--- config.mk ---
export PLATFORM = sky130hd
export DESIGN_NAME = btalloc_log2_unit
export DESIGN_NICKNAME = d
export VERILOG_FILES = /design/src/hdl/buddy_tree_allocator_core_macros.svh /design/src/hdl/btalloc_pkg.sv /design/src/hdl/btalloc_log2_unit.sv
export SDC_FILE = /design/constraint.sdc
export NUM_CORES = 1
export LEC_CHECK = 0
export ABC_CLOCK_PERIOD_IN_PS = 3100
export BUFFER_PORTS_ARGS = -buffer_cell sky130_fd_sc_hd__buf_2
export CAP_MARGIN = 20
export CORE_MARGIN = 1.5
export CORE_UTILIZATION = 35
export CTS_CLUSTER_SIZE = 28
export DETAILED_ROUTE_END_ITERATION = 10
export PLACE_DENSITY_LB_ADDON = 0.15
export SYNTH_ARGS = -nofsm -noshare
export SYNTH_HDL_FRONTEND = slang
export SYNTH_SLANG_ARGS = --single-unit
export TNS_END_PERCENT = 20
--- constraint.sdc ---
create_clock -name clk -period 3.1 [get_ports clk]
set_clock_uncertainty 0.2 [all_clocks]
set_input_delay 0 -clock clk [delete_from_list [all_inputs] [get_ports clk]]
set_output_delay 0 -clock clk [all_outputs]
set_load 0.05 [all_outputs]
--- src/hdl/buddy_tree_allocator_core_macros.svh ---
// assertion macros for the buddy tree allocator
`ifndef BUDDY_TREE_ALLOCATOR_CORE_MACROS_SVH
`define BUDDY_TREE_ALLOCATOR_CORE_MACROS_SVH

// same-cycle implication, checked on every clock edge outside reset
`define BTA_ASSERT_NOW(lbl, ante, cons, msg) \
    lbl: assert property (@(posedge clk) disable iff (!rst_n) (ante) |-> (cons)) \
        else $error(msg);

// next-cycle implication
`define BTA_ASSERT_NEXT(lbl, ante, cons, msg) \
    lbl: assert property (@(posedge clk) disable iff (!rst_n) (ante) |=> (cons)) \
        else $error(msg);

`endif

--- src/hdl/btalloc_pkg.sv ---
// shared types and constants of the buddy tree allocator
package btalloc_pkg;

    localparam int MAX_LEVELS_DEF = 11;

    localparam int CFG_IDX_W = 2;
    localparam logic [CFG_IDX_W-1:0] CFG_BASE_ADDRESS = 2'd0;
    localparam logic [CFG_IDX_W-1:0] CFG_MEMORY_BYTES = 2'd1;
    localparam logic [CFG_IDX_W-1:0] CFG_PAGE_SHIFT   = 2'd2;
    localparam logic [CFG_IDX_W-1:0] CFG_HEAD_RESERVE = 2'd3;

    localparam logic [1:0] OP_INIT  = 2'd0;
    localparam logic [1:0] OP_ALLOC = 2'd1;
    localparam logic [1:0] OP_FREE  = 2'd2;
    localparam logic [1:0] OP_RSVD  = 2'd3;

    localparam int LOG_VAL_W = 41;
    localparam int LOG_RES_W = 6;

    typedef enum logic [1:0] {
        ST_OK      = 2'd0,
        ST_NO_FREE = 2'd1,
        ST_BAD     = 2'd2,
        ST_CONFIG  = 2'd3
    } status_t;

    typedef enum logic [4:0] {
        S_IDLE,
        S_SPAN,
        S_CLEAR,
        S_HEAD_START,
        S_HEAD_LOG,
        S_TAIL_START,
        S_TAIL_LOG,
        S_MARK,
        S_ALLOC_LOG,
        S_SCAN_RD,
        S_SCAN_CHK,
        S_FIT_BUD_RD,
        S_FIT_BUD_CHK,
        S_FIT_PAR_RD,
        S_FIT_PAR_CHK,
        S_FREE_PREP,
        S_FREE_RANGE,
        S_FREE_RD,
        S_FREE_CHK,
        S_KID0_RD,
        S_KID0_CHK,
        S_KID1_RD,
        S_KID1_CHK,
        S_ALIGN,
        S_CLR_WR,
        S_UP_RD,
        S_UP_CHK,
        S_FREE_FIN,
        S_DONE
    } state_t;

    typedef struct packed {
        logic [1:0]  operation;
        logic [39:0] request_bytes;
        logic [63:0] free_address;
    } cmd_t;

    typedef struct packed {
        status_t     status;
        logic [63:0] block_address;
        logic [40:0] block_bytes;
        logic [40:0] reserved_total;
    } result_t;

    typedef struct packed {
        logic                 start;
        logic [LOG_VAL_W-1:0] value;
    } log_req_t;

    typedef struct packed {
        logic                 done;
        logic [LOG_RES_W-1:0] result;
    } log_rsp_t;

endpackage

--- src/hdl/btalloc_log2_unit.sv ---
// iterative ceiling log2, one candidate exponent per cycle
module btalloc_log2_unit
(
    input  logic                clk,
    input  logic                rst_n,
    input  btalloc_pkg::log_req_t req,
    output btalloc_pkg::log_rsp_t rsp
);

    logic                                busy_reg;
    logic                                busy_next;
    logic [btalloc_pkg::LOG_RES_W-1:0]   r_reg;
    logic [btalloc_pkg::LOG_RES_W-1:0]   r_next;
    logic [btalloc_pkg::LOG_VAL_W-1:0]   x_reg;
    logic [btalloc_pkg::LOG_VAL_W-1:0]   x_next;
    logic                                less;

    // power of two still below the value: keep climbing
    assign less = ((btalloc_pkg::LOG_VAL_W+1)'(1) << r_reg) < {1'b0, x_reg};

    always_comb
    begin
        busy_next = busy_reg;
        r_next    = r_reg;
        x_next    = x_reg;
        if (req.start)
        begin
            busy_next = 1'b1;
            r_next    = '0;
            x_next    = req.value;
        end
        else if (busy_reg)
        begin
            if (less)
            begin
                r_next = r_reg + 1'b1;
            end
            else
            begin
                busy_next = 1'b0;
            end
        end
    end

    always_ff @(posedge clk or negedge rst_n)
    begin
        if (!rst_n)
        begin
            busy_reg <= 1'b0;
        end
        else
        begin
            busy_reg <= busy_next;
        end
    end

    always_ff @(posedge clk)
    begin
        r_reg <= r_next;
        x_reg <= x_next;
    end

    assign rsp.done   = busy_reg && !less;
    assign rsp.result = r_reg;

endmodule

## Yosys cells after proc, flatten, opt, wreduce, memory -nomap -nowiden

Cells that the tools add are included.
W data, S select, Z words.

| word-level totals | value |
|---|---|
| bits in registers | 48 |
| input port bits | 44 |
| output and inout port bits | 7 |
| word-level logic and storage cells | 12 |

| cells by class | value |
|---|---|
| add/subtract/negate cells | 1 |
| magnitude comparators | 1 |
| shift-type cells | 1 |
| muxes and demuxes | 3 |
| reduce and logical (&&, ||, !) cells | 3 |

Operators by type and width:

| cell | count |
|---|---|
| $lt A42 B41 Y1 | 1 |
| $shl A1 B6 Y42 const A | 1 |
| $add A6 B1 Y6 const B | 1 |
| $mux W1 | 3 |
| $reduce_and A2 Y1 | 1 |
| $logic_and A1 B1 Y1 | 1 |
| $logic_not A1 Y1 | 1 |

## Logic depth before layout (Yosys ltp)

Gate-level depths: netlist of run 1.

| depth | value |
|---|---|
| word-level depth | 5 |
| mapped depth | 12 |

## Worst setup path after synthesis of run 1

Ideal clock, no wire load.

| timing | value |
|---|---|
| path type | register -> output |
| start point | reg r_reg[0] (netlist name) |
| end point | out rsp[6] (netlist name) |
| arrival | 3,803 ps |
| slack | -903 ps |
| stages on the path, launching flop included | 11 |
| buffers on the path | 0 |
| path through | dfxtp_1 inv_1 ha_1 nand2_1 nor2_1 ha_1 nand3_1 nor4_1 nand4_1 o21a_1 a21boi_0 |

RTL lines:

| what | line | text |
|---|---|---|
| start: declaration | btalloc_log2_unit.sv:12 | `logic [btalloc_pkg::LOG_RES_W-1:0] r_reg;` |
| start signal: assignment | btalloc_log2_unit.sv:59 | `r_reg <= r_next;` |
| end: declaration | btalloc_log2_unit.sv:7 | `output btalloc_pkg::log_rsp_t rsp` |

==> results of run 1 <==
-- power by group through the flow --
stage                     clock network (mW)  logic [mW]  registers [mW]
after floorplan                            0      0.0856           0.792
after global placement                     0       0.183           0.783
after detailed placement                   0       0.185           0.785
after CTS                              0.366       0.239           0.770
after global routing                   0.395       0.282           0.774
final                                  0.359       0.252           0.769
-- cell families after synthesis --
family,Yosys count,synth area share
compound gates,47,0.111
xor+xnor,1,0.00296
fa+ha+maj,46,0.195
buf+inv,50,0.0635
flops,48,0.466
mux,1,0.00339
simple gates,100,0.158
-- worst min path at each step --
| stage | from | end | slack (ns) |
|---|---|---|---|
| detailed placement | rst_n | busy_reg | -0.42 |
| CTS | req[20] | x_reg[20] | 0.19 |
| global route | req[23] | x_reg[23] | 0.19 |
| global placement | rst_n | busy_reg | -0.42 |
| finish | req[20] | x_reg[20] | 0.19 |
| floorplan | rst_n | busy_reg | -0.50 |
-- metrics by stage --
| stage | total power [mW] | setup WS, ns | util | hold WS, ns | area, µm² |
|---|---|---|---|---|---|
| floorplan | 0.878 | 0.0771 | - | -0.496 | 2970 |
| global placement | 0.967 | -0.245 | 0.423 | -0.421 | 3480 |
| detailed placement | 0.969 | -0.218 | 0.423 | -0.422 | 3480 |
| CTS | 1.38 | 0.00334 | 0.501 | 0.190 | 4120 |
| global route | 1.45 | -0.195 | 0.515 | 0.191 | 4230 |
| finish | 1.38 | -0.0158 | 0.515 | 0.194 | 4230 |
-- synth_stat cells (all sizes together), types with 2 or more instances --
library cell and count:
nand2b 5, edfxtp 41, a311oi 2, nand4 6, nor2 42, a31o 2, ha 46, nand2 24
and4 3, a21o 4, nor2b 2, a21oi 20, nor4 2, o211ai 2, nand3 3, clkbuf 4
dfxtp 6, and3 6, o21ai 8, o21a 3, inv 46, or3 2
-- final cells by class --
type / count / area share
repair buffers: 124 / 0.222
well taps: 105 / 0.0311
clock buffers: 5 / 0.0163
inverters: 46 / 0.0408
clock inverters: 2 / 0.00178
multi-input cells: 195 / 0.360
flip-flops and latches: 48 / 0.328
-- metal layers --
layer	GRT usage	up-vias	wire [µm]
li1	-	1274	-
met5	0	-	0
met1	0.204	1132	3340
met2	0.286	41	3430
met3	0.0274	7	217
met4	0.0410	0	58
-- what timing repair did --
action | CTS | global route
endpoints found under the setup margin | 7 | 6
buffers inserted | 7 | 4
pin swaps | 11 | 11
hold buffers | 43 | 1
gates resized for setup | 20 | 14
hold endpoints to repair | 42 | 2
==> metrics.txt, run 1 <==
Syn Nets 383; setup ws final -0.0158 ns; Worst setup startpoint r_reg[0]; DRC viols 0; max reg flops 41; initial core utilization 0.360; DR WL/cell 13.4 µm; # diodes 0; CP Max Fanout 4; commonest non-fill, non-tap cell in the layout buf_2; drt total wl 7040 µm; Final min period 3.12 ns; Final Slew Violations 0; port bufs 50; Async S/R FF share, synth 0.0208; Post-DRT Antenna Nets 0; max frequency 0.321 GHz; core area 8220 µm²; Via Count 2,454; failing checks negative setup slack; CP most frequent cell buf_6; Final nets 510; switch share 0.253; post-detail-place hpwl 4990 µm; Critical Path End Type output port; die area 9000 µm²; Worst R2R Start r_reg[3]; # Max-Cap Violations 0; Hold Fails Final Rpt 0; critical path type register to output port; TritonCTS clock tree done; gr usage total 0.162; Clk Tree Root Cell clkbuf_8; share of layout cells above drive strength 1 0.286; Worst VDD drop 170 µV; Iter 0 DRT Violations 111; share of the synthesized area in the top cell type 0.417; r2r setup slk -0.01 ns; RSZ-0062 raised after global routing true; Clk network pwr share 0.260; Layout area overhead 43.1%; crit-path max cell delay 0.38 ns; H-tree lvl count 2; Hold Path Class input pin to register; Static Leak 1.98 nW; switching pwr 349 µW; most frequent cells in the layout buf_2, inv_1, dlygate4sd3_1; register area share after synthesis 0.466; status finished, violations left; FILL cells 756; worst slew pin tran 0.540 ns; Seq pwr share 0.557; vias per cell 4.67; CP top delay family simple AND/OR/NAND/NOR gates; worst relative slew slack 0.640; placer congestion estimate 0.907; 1st-pass router iterations 4; clk sink count 48; Netlist Area Pre-Place 2960 µm²; Clock Path Buffers 2; #FFs+latches synth 48; logic gate share of total power 0.183; Placed Cells 462; average size of a mapped cell 10.1 µm²; EDFF count, synth 41; post-synth top area cell edfxtp_1; internal power 1.03 mW; pwr dens 326 nW/µm²; hold path depth 2; cts bufs inserted 5; clock latency on the worst-skew pair 0.30 ns; FF-to-FF End r_reg[2]; Chip Height 94.9 µm; GRT Residual Overflow 0; Critical Path Start Type register; Worst-path clk slew 0.09 ns; vias in the first global route 2,393; CP Cell Sequence buf_6 -> ha_4 -> nand3b_1 -> nor2_1 -> ha_1 -> nand4_1 -> nor4_4 -> a22oi_2 -> a31o_1 -> o21a_2 -> a21boi_4 -> buf_6; row cnt 33; slowest CP cell dfxtp_4; first-pass GRT wire length 11,000 µm; CP Depth 12; CP Capture Point rsp[6]; period utilization 1.01; area occupied by registers 1390 µm²; top_reg_cell synth edfxtp_1; Netlist cell types 39; Buf/Inv on CP 2; R2R depth 12; pin count of the biggest net entering global routing 49; final setup fails 2; worst path required time 2.90 ns; cell count after synthesis 293; die width 94.9 µm; I/O pin count 51; Synth area leaders edfxtp_1, ha_1, inv_1; Yosys Warn Count 0; non-filler cells, final 525; antenna violations before repair 0; crit path DAT 2.92 ns; multi-input logic area 1520 µm²; setup_tns -0.0253 ns
Note: power is estimated with default switching activity, not from simulation.
==> run 2, diff against run 1 <==
--- a/config.mk
+++ b/config.mk
@@ -12,7 +12,8 @@
 export CORE_UTILIZATION = 35
 export CTS_CLUSTER_SIZE = 28
 export DETAILED_ROUTE_END_ITERATION = 10
-export PLACE_DENSITY_LB_ADDON = 0.15
+export PLACE_DENSITY_LB_ADDON = 0.3
+export RECOVER_POWER = 25
 export SYNTH_ARGS = -nofsm -noshare
 export SYNTH_HDL_FRONTEND = slang
 export SYNTH_SLANG_ARGS = --single-unit
==> run 2 against run 1 <==
Effect of this change: the run ends with negative hold slack left; setup slack better by 0.019 ns; sequential share of layout area hardly changed; largest power group unchanged; final cell count is 1.3% lower; register-to-register slack better by 0.02 ns; design area is 0.30% higher; wire length is 2.4% higher; critical path depth is 1 higher; clock power hardly changed; critical endpoint unchanged; flip-flop and latch count stayed put; critical path type unchanged; die area stayed put; total power is 0.26% lower.
==> metrics.txt, run 2 (same netlist as run 1, synthesis figures left out) <==
status finished, violations left (unchanged); failing checks negative hold slack (was negative setup slack); DRC viols 0 (unchanged); initial core utilization 0.360 (unchanged); Worst-path clk slew 0.08 ns (was 0.09 ns); r2r setup slk 0.01 ns (was -0.01 ns); pin count of the biggest net entering global routing 49 (unchanged); first-pass GRT wire length 11,600 µm (was 11,000 µm); final hold slack -0.0420 ns (was 0.194 ns); Iter 0 DRT Violations 137 (was 111); cts-stage hold buffer count 43 (unchanged); Static Leak 1.97 nW (was 1.98 nW); antenna violations before repair 0 (unchanged); cts bufs inserted 5 (unchanged); Final Slew Violations 0 (unchanged); crit-path max cell delay 0.41 ns (was 0.38 ns); post-layout util 0.516 (was 0.515); drt total wl 7210 µm (was 7040 µm); final setup fails 0 (was 2); share of layout cells above drive strength 1 0.288 (was 0.286); non-filler cells, final 518 (was 525); hold path depth 2 (unchanged); CP Cell Sequence ha_4 -> ha_4 -> nand2b_4 -> buf_4 -> buf_4 -> nor2_2 -> ha_1 -> a21o_1 -> a21o_1 -> a221oi_4 -> o21a_2 -> a21boi_4 -> buf_6 (was buf_6 -> ha_4 -> nand3b_1 -> nor2_1 -> ha_1 -> nand4_1 -> nor4_4 -> a22oi_2 -> a31o_1 -> o21a_2 -> a21boi_4 -> buf_6); GRT Residual Overflow 0 (unchanged); HP Start req[41] (was req[20]); gr usage total 0.169 (was 0.162); post-detail-place hpwl 5030 µm (was 4990 µm); Critical Path Start Type register (unchanged); post-place setup slack -0.102 ns (was -0.218 ns); period utilization 0.999 (was 1.01); # Max-Cap Violations 0 (unchanged); core area 8220 µm² (unchanged); Worst R2R Start r_reg[0] (was r_reg[3]); Clk Tree Root Cell clkbuf_8 (unchanged); crit path DAT 2.90 ns (was 2.92 ns); Clock Path Buffers 2 (unchanged); vias in the first global route 2,449 (was 2,393); most frequent cells in the layout buf_2, inv_1, dlygate4sd3_1 (unchanged); Layout area overhead 43.5% (was 43.1%); H-tree lvl count 2 (unchanged); vias per cell 4.76 (was 4.67); RSZ-0062 raised after global routing true (unchanged); Worst setup startpoint r_reg[0] (unchanged); worst relative slew slack 0.693 (was 0.640); Via Count 2,465 (was 2,454); Hold Path Class input pin to register (unchanged); DR WL/cell 13.9 µm (was 13.4 µm); port bufs 50 (unchanged); 1st-pass router iterations 5 (was 4); R2R depth 15 (was 12); slowest CP cell dfxtp_4 (unchanged); Buf/Inv on CP 3 (was 2); critical path type register to output port (unchanged); Hold Fails Final Rpt 17 (was 0); worst slew pin tran 0.460 ns (was 0.540 ns); pwr dens 324 nW/µm² (was 326 nW/µm²); Post-DRT Antenna Nets 0 (unchanged); placer congestion estimate 0.905 (was 0.907); overall power 1.38 mW (about the same); clock latency on the worst-skew pair 0.31 ns (was 0.30 ns); FF-to-FF End r_reg[1] (was r_reg[2]); die area 9000 µm² (unchanged); Final nets 503 (was 510); commonest non-fill, non-tap cell in the layout buf_2 (unchanged); TritonCTS clock tree done (unchanged); Placed Cells 455 (was 462); Worst VDD drop 212 µV (was 170 µV); max reg flops 41 (unchanged); CP Capture Point rsp[6] (unchanged); worst path required time 2.90 ns (about the same); Final min period 3.10 ns (was 3.12 ns); Critical Path End Type output port (unchanged); die width 94.9 µm (unchanged); setup_tns 0 ns (was -0.0253 ns); CP Max Fanout 6 (was 4); row cnt 33 (unchanged); CP top delay family compound AO/OA/AOI/OAI gates (was simple AND/OR/NAND/NOR gates); FILL cells 736 (was 756); Chip Height 94.9 µm (unchanged); # diodes 0 (unchanged); CP Depth 13 (was 12); setup ws final 0.00288 ns (was -0.0158 ns); clk sink count 48 (unchanged); max frequency 0.323 GHz (was 0.321 GHz); I/O pin count 51 (unchanged)
[run 2: area by class of cell]
cell class / instances / area [µm²] / area share
multi-input cells: 195 / 1570 / 0.369
well taps: 105 / 131 / 0.0310
inverters: 46 / 173 / 0.0407
clock buffers: 6 / 72.6 / 0.0171
repair buffers: 117 / 900 / 0.212
clock inverters: 1 / 5.00 / 0.00118
flip-flops and latches: 48 / 1390 / 0.329
[run 2: how the worst min path moves through the flow]
stage          slack (ns)  endpoint
2_1_floorplan       -0.50  busy_reg
3_3_place_gp        -0.42  busy_reg
3_5_place_dp        -0.42  busy_reg
4_1_cts              0.19  x_reg[6]
5_1_grt             -0.02  r_reg[4]
6_report            -0.04  r_reg[1]
[run 2: stage by stage]
stage / hold slack (ns) / area [µm²]
finish: -0.0420 / 4240
detailed placement: -0.423 / 3440
global placement: -0.424 / 3440
floorplan: -0.496 / 2970
CTS: 0.192 / 4030
global route: -0.0173 / 4240
[run 2: report_power, final]
group | total, mW | internal, mW | leakage, nW | switching, mW
Clock | 0.357 | 0.154 | 0.0410 | 0.204
Combinational | 0.248 | 0.123 | 1.46 | 0.125
Sequential | 0.771 | 0.751 | 0.463 | 0.0204
Total | 1.38 | 1.03 | 1.97 | 0.349
[run 2: routing by layer]
| metal | routed length, µm | part of all wire | vias up | global-route usage |
|---|---|---|---|---|
| li1 | - | - | 1255 | - |
| met4 | 113 | 0.016 | 0 | 0.0361 |
| met3 | 375 | 0.052 | 11 | 0.0346 |
| met2 | 3460 | 0.48 | 67 | 0.286 |
| met5 | 0 | 0 | - | 0 |
| met1 | 3260 | 0.45 | 1132 | 0.221 |
[run 2: repair_timing]
item | CTS | global route
buffers inserted | 6 | 6
pin swaps | 7 | 18
hold endpoints to repair | 42 | 14
endpoints found under the setup margin | 6 | 7
resized for setup | 14 | 31
cloned | 0 | 0
==> run 3, diff against run 2 <==
--- a/config.mk
+++ b/config.mk
@@ -9,7 +9,7 @@
 export BUFFER_PORTS_ARGS = -buffer_cell sky130_fd_sc_hd__buf_2
 export CAP_MARGIN = 20
 export CORE_MARGIN = 1.5
-export CORE_UTILIZATION = 35
+export CORE_UTILIZATION = 29
 export CTS_CLUSTER_SIZE = 28
 export DETAILED_ROUTE_END_ITERATION = 10
 export PLACE_DENSITY_LB_ADDON = 0.3
==> run 3 against run 2 <==
Effect of this change: the flow finishes with violations (negative setup slack); total power grew 14%; core utilization down 6.1 points; final cell count is 7.5% higher; count of clock-buffer cells in the layout down 1; setup slack worse by 0.021 ns; critical path depth is the same; critical path type unchanged; highest routed layer unchanged.
==> metrics.txt, run 3 (same netlist as run 1, synthesis figures left out) <==
post-layout util 0.455 (was 0.516); 1st-pass router iterations 4 (was 5); DR WL/cell 13.7 µm (was 13.9 µm); crit-path max cell delay 0.41 ns (about the same); Worst VDD drop 191 µV (was 212 µV); Hold Fails Final Rpt 0 (was 17); commonest non-fill, non-tap cell in the layout buf_2 (unchanged); first-pass GRT wire length 11,500 µm (was 11,600 µm); post-detail-place hpwl 5110 µm (was 5030 µm); CP Cell Sequence clkinvlp_4 -> ha_4 -> nand2_4 -> nor2_4 -> ha_4 -> nand4_1 -> nor4_2 -> buf_4 -> nand2_2 -> a31o_1 -> o21a_2 -> a21boi_4 -> buf_6 (was ha_4 -> ha_4 -> nand2b_4 -> buf_4 -> buf_4 -> nor2_2 -> ha_1 -> a21o_1 -> a21o_1 -> a221oi_4 -> o21a_2 -> a21boi_4 -> buf_6); Final Slew Violations 0 (unchanged); clk sink count 48 (unchanged); H-tree lvl count 2 (unchanged); Final nets 514 (was 503); Static Leak 2.04 nW (was 1.97 nW); DRC viols 0 (unchanged); drt total wl 7610 µm (was 7210 µm); Clk Tree Root Cell clkbuf_8 (unchanged); worst path required time 2.90 ns (about the same); routed wl met2 3750 µm (was 3460 µm); period utilization 1.01 (was 0.999); I/O pin count 51 (unchanged); worst relative slew slack 0.0646 (was 0.693); status finished, violations left (unchanged); worst slew pin tran 1.40 ns (was 0.460 ns); Critical Path End Type output port (unchanged); clock latency on the worst-skew pair 0.30 ns (was 0.31 ns); crit path DAT 2.92 ns (was 2.90 ns); Hold Path Class input pin to register (unchanged); multi-input logic area 1610 µm² (was 1570 µm²); core area 9820 µm² (was 8220 µm²); Chip Height 104 µm (was 94.9 µm); Iter 0 DRT Violations 108 (was 137); GRT Residual Overflow 0 (unchanged); die area 10,800 µm² (was 9000 µm²); initial core utilization 0.301 (was 0.360); area occupied by registers 1390 µm² (unchanged); setup_tns -0.0261 ns (was 0 ns); Final Cell Area 4470 µm² (was 4240 µm²); final setup fails 2 (was 0); Final min period 3.12 ns (was 3.10 ns); Via Count 2,499 (was 2,465); most frequent cells in the layout buf_2, inv_1, dlygate4sd3_1 (unchanged); row cnt 36 (was 33); # Max-Cap Violations 0 (unchanged); slowest CP cell dfxtp_4 (unchanged); WL met3 335 µm (was 375 µm); gr usage total 0.135 (was 0.169); RSZ-0062 raised after global routing true (unchanged); final hold slack 0.197 ns (was -0.0420 ns); share of layout cells above drive strength 1 0.316 (was 0.288); max reg flops 41 (unchanged); vias per cell 4.49 (was 4.76); CP Max Fanout 5 (was 6); die width 104 µm (was 94.9 µm); Critical Path Start Type register (unchanged); FILL cells 968 (was 736); antenna violations before repair 0 (unchanged); port bufs 50 (unchanged); # diodes 0 (unchanged); CP most frequent cell ha_4; failing checks negative setup slack (was negative hold slack); Post-DP Area 3480 µm² (was 3440 µm²); Worst-path clk slew 0.09 ns (was 0.08 ns); pwr dens 352 nW/µm² (was 324 nW/µm²); placer congestion estimate 0.795 (was 0.905); pin count of the biggest net entering global routing 49 (unchanged); TritonCTS clock tree done (unchanged); Placed Cells 484 (was 455); Layout area overhead 51.2% (was 43.5%); met1 WL 3400 µm (was 3260 µm); setup ws final -0.0185 ns (was 0.00288 ns); highest metal used met4 (unchanged); Clock Path Buffers 2 (unchanged); vias in the first global route 2,489 (was 2,449); non-filler cells, final 557 (was 518); cts bufs inserted 5 (unchanged); max frequency 0.321 GHz (was 0.323 GHz); critical path type register to output port (unchanged); Post-DRT Antenna Nets 0 (unchanged)
==> run 3: worst paths after layout <==
check,start,to,slack [ns],depth (start not counted)
min in group asynchronous,rst_n,busy_reg,0.33,3
max in group asynchronous,rst_n,busy_reg,2.27,3
hold / removal,req[23],x_reg[23],0.20,2
setup reg to reg,r_reg[0],r_reg[2],-0.01,14
hold reg to reg,r_reg[4],r_reg[4],0.36,2
setup / recovery,r_reg[0],rsp[6],-0.02,13
==> run 3: final cells by class <==
class	instances	area share
clock inverter	2	0.0134
timing repair buffer	128	0.221
inverter	46	0.0395
tap	133	0.0372
clock buffer	5	0.0154
sequential	48	0.312
multi-input combinational	195	0.361
==> run 3: what timing repair did <==
| action | in CTS | in global routing |
|---|---|---|
| setup endpoints to repair | 7 | 7 |
| resized for setup | 11 | 42 |
| hold buffers | 43 | 0 |
| pin swaps | 6 | 22 |
| hold endpoints to repair | 42 | 0 |
| setup buffers | 5 | 17 |
==> run 3: critical path: cells and delay by family (launching register included) <==
kind | cells | cell delay [ns]
adder cells (fa/ha/maj) | 2 | 0.49
flip-flops | 1 | 0.41
buffers and inverters | 3 | 0.52
AO/OA/AOI/OAI | 3 | 0.51
AND/OR/NAND/NOR | 5 | 0.68
==> run 3: stage by stage <==
stage	setup WS, ns	total power [mW]
finish	-0.0185	1.57
global placement	-0.0799	0.956
CTS	0.00150	1.54
global route	-0.0969	1.65
detailed placement	-0.129	0.960
floorplan	0.0771	0.878
==> run 3: layer usage <==
| layer | global-route usage | vias to the layer above |
|---|---|---|
| met5 | 0 | - |
| met4 | 0.0456 | 0 |
| met3 | 0.0269 | 12 |
| met2 | 0.234 | 59 |
| met1 | 0.167 | 1151 |
| li1 | - | 1277 |
==> run 3: power by group <==
part	switching (mW)	total (mW)	internal (mW)
Clock	0.212	0.530	0.318
Combinational	0.131	0.272	0.140
Sequential	0.0195	0.770	0.751
Total	0.363	1.57	1.21
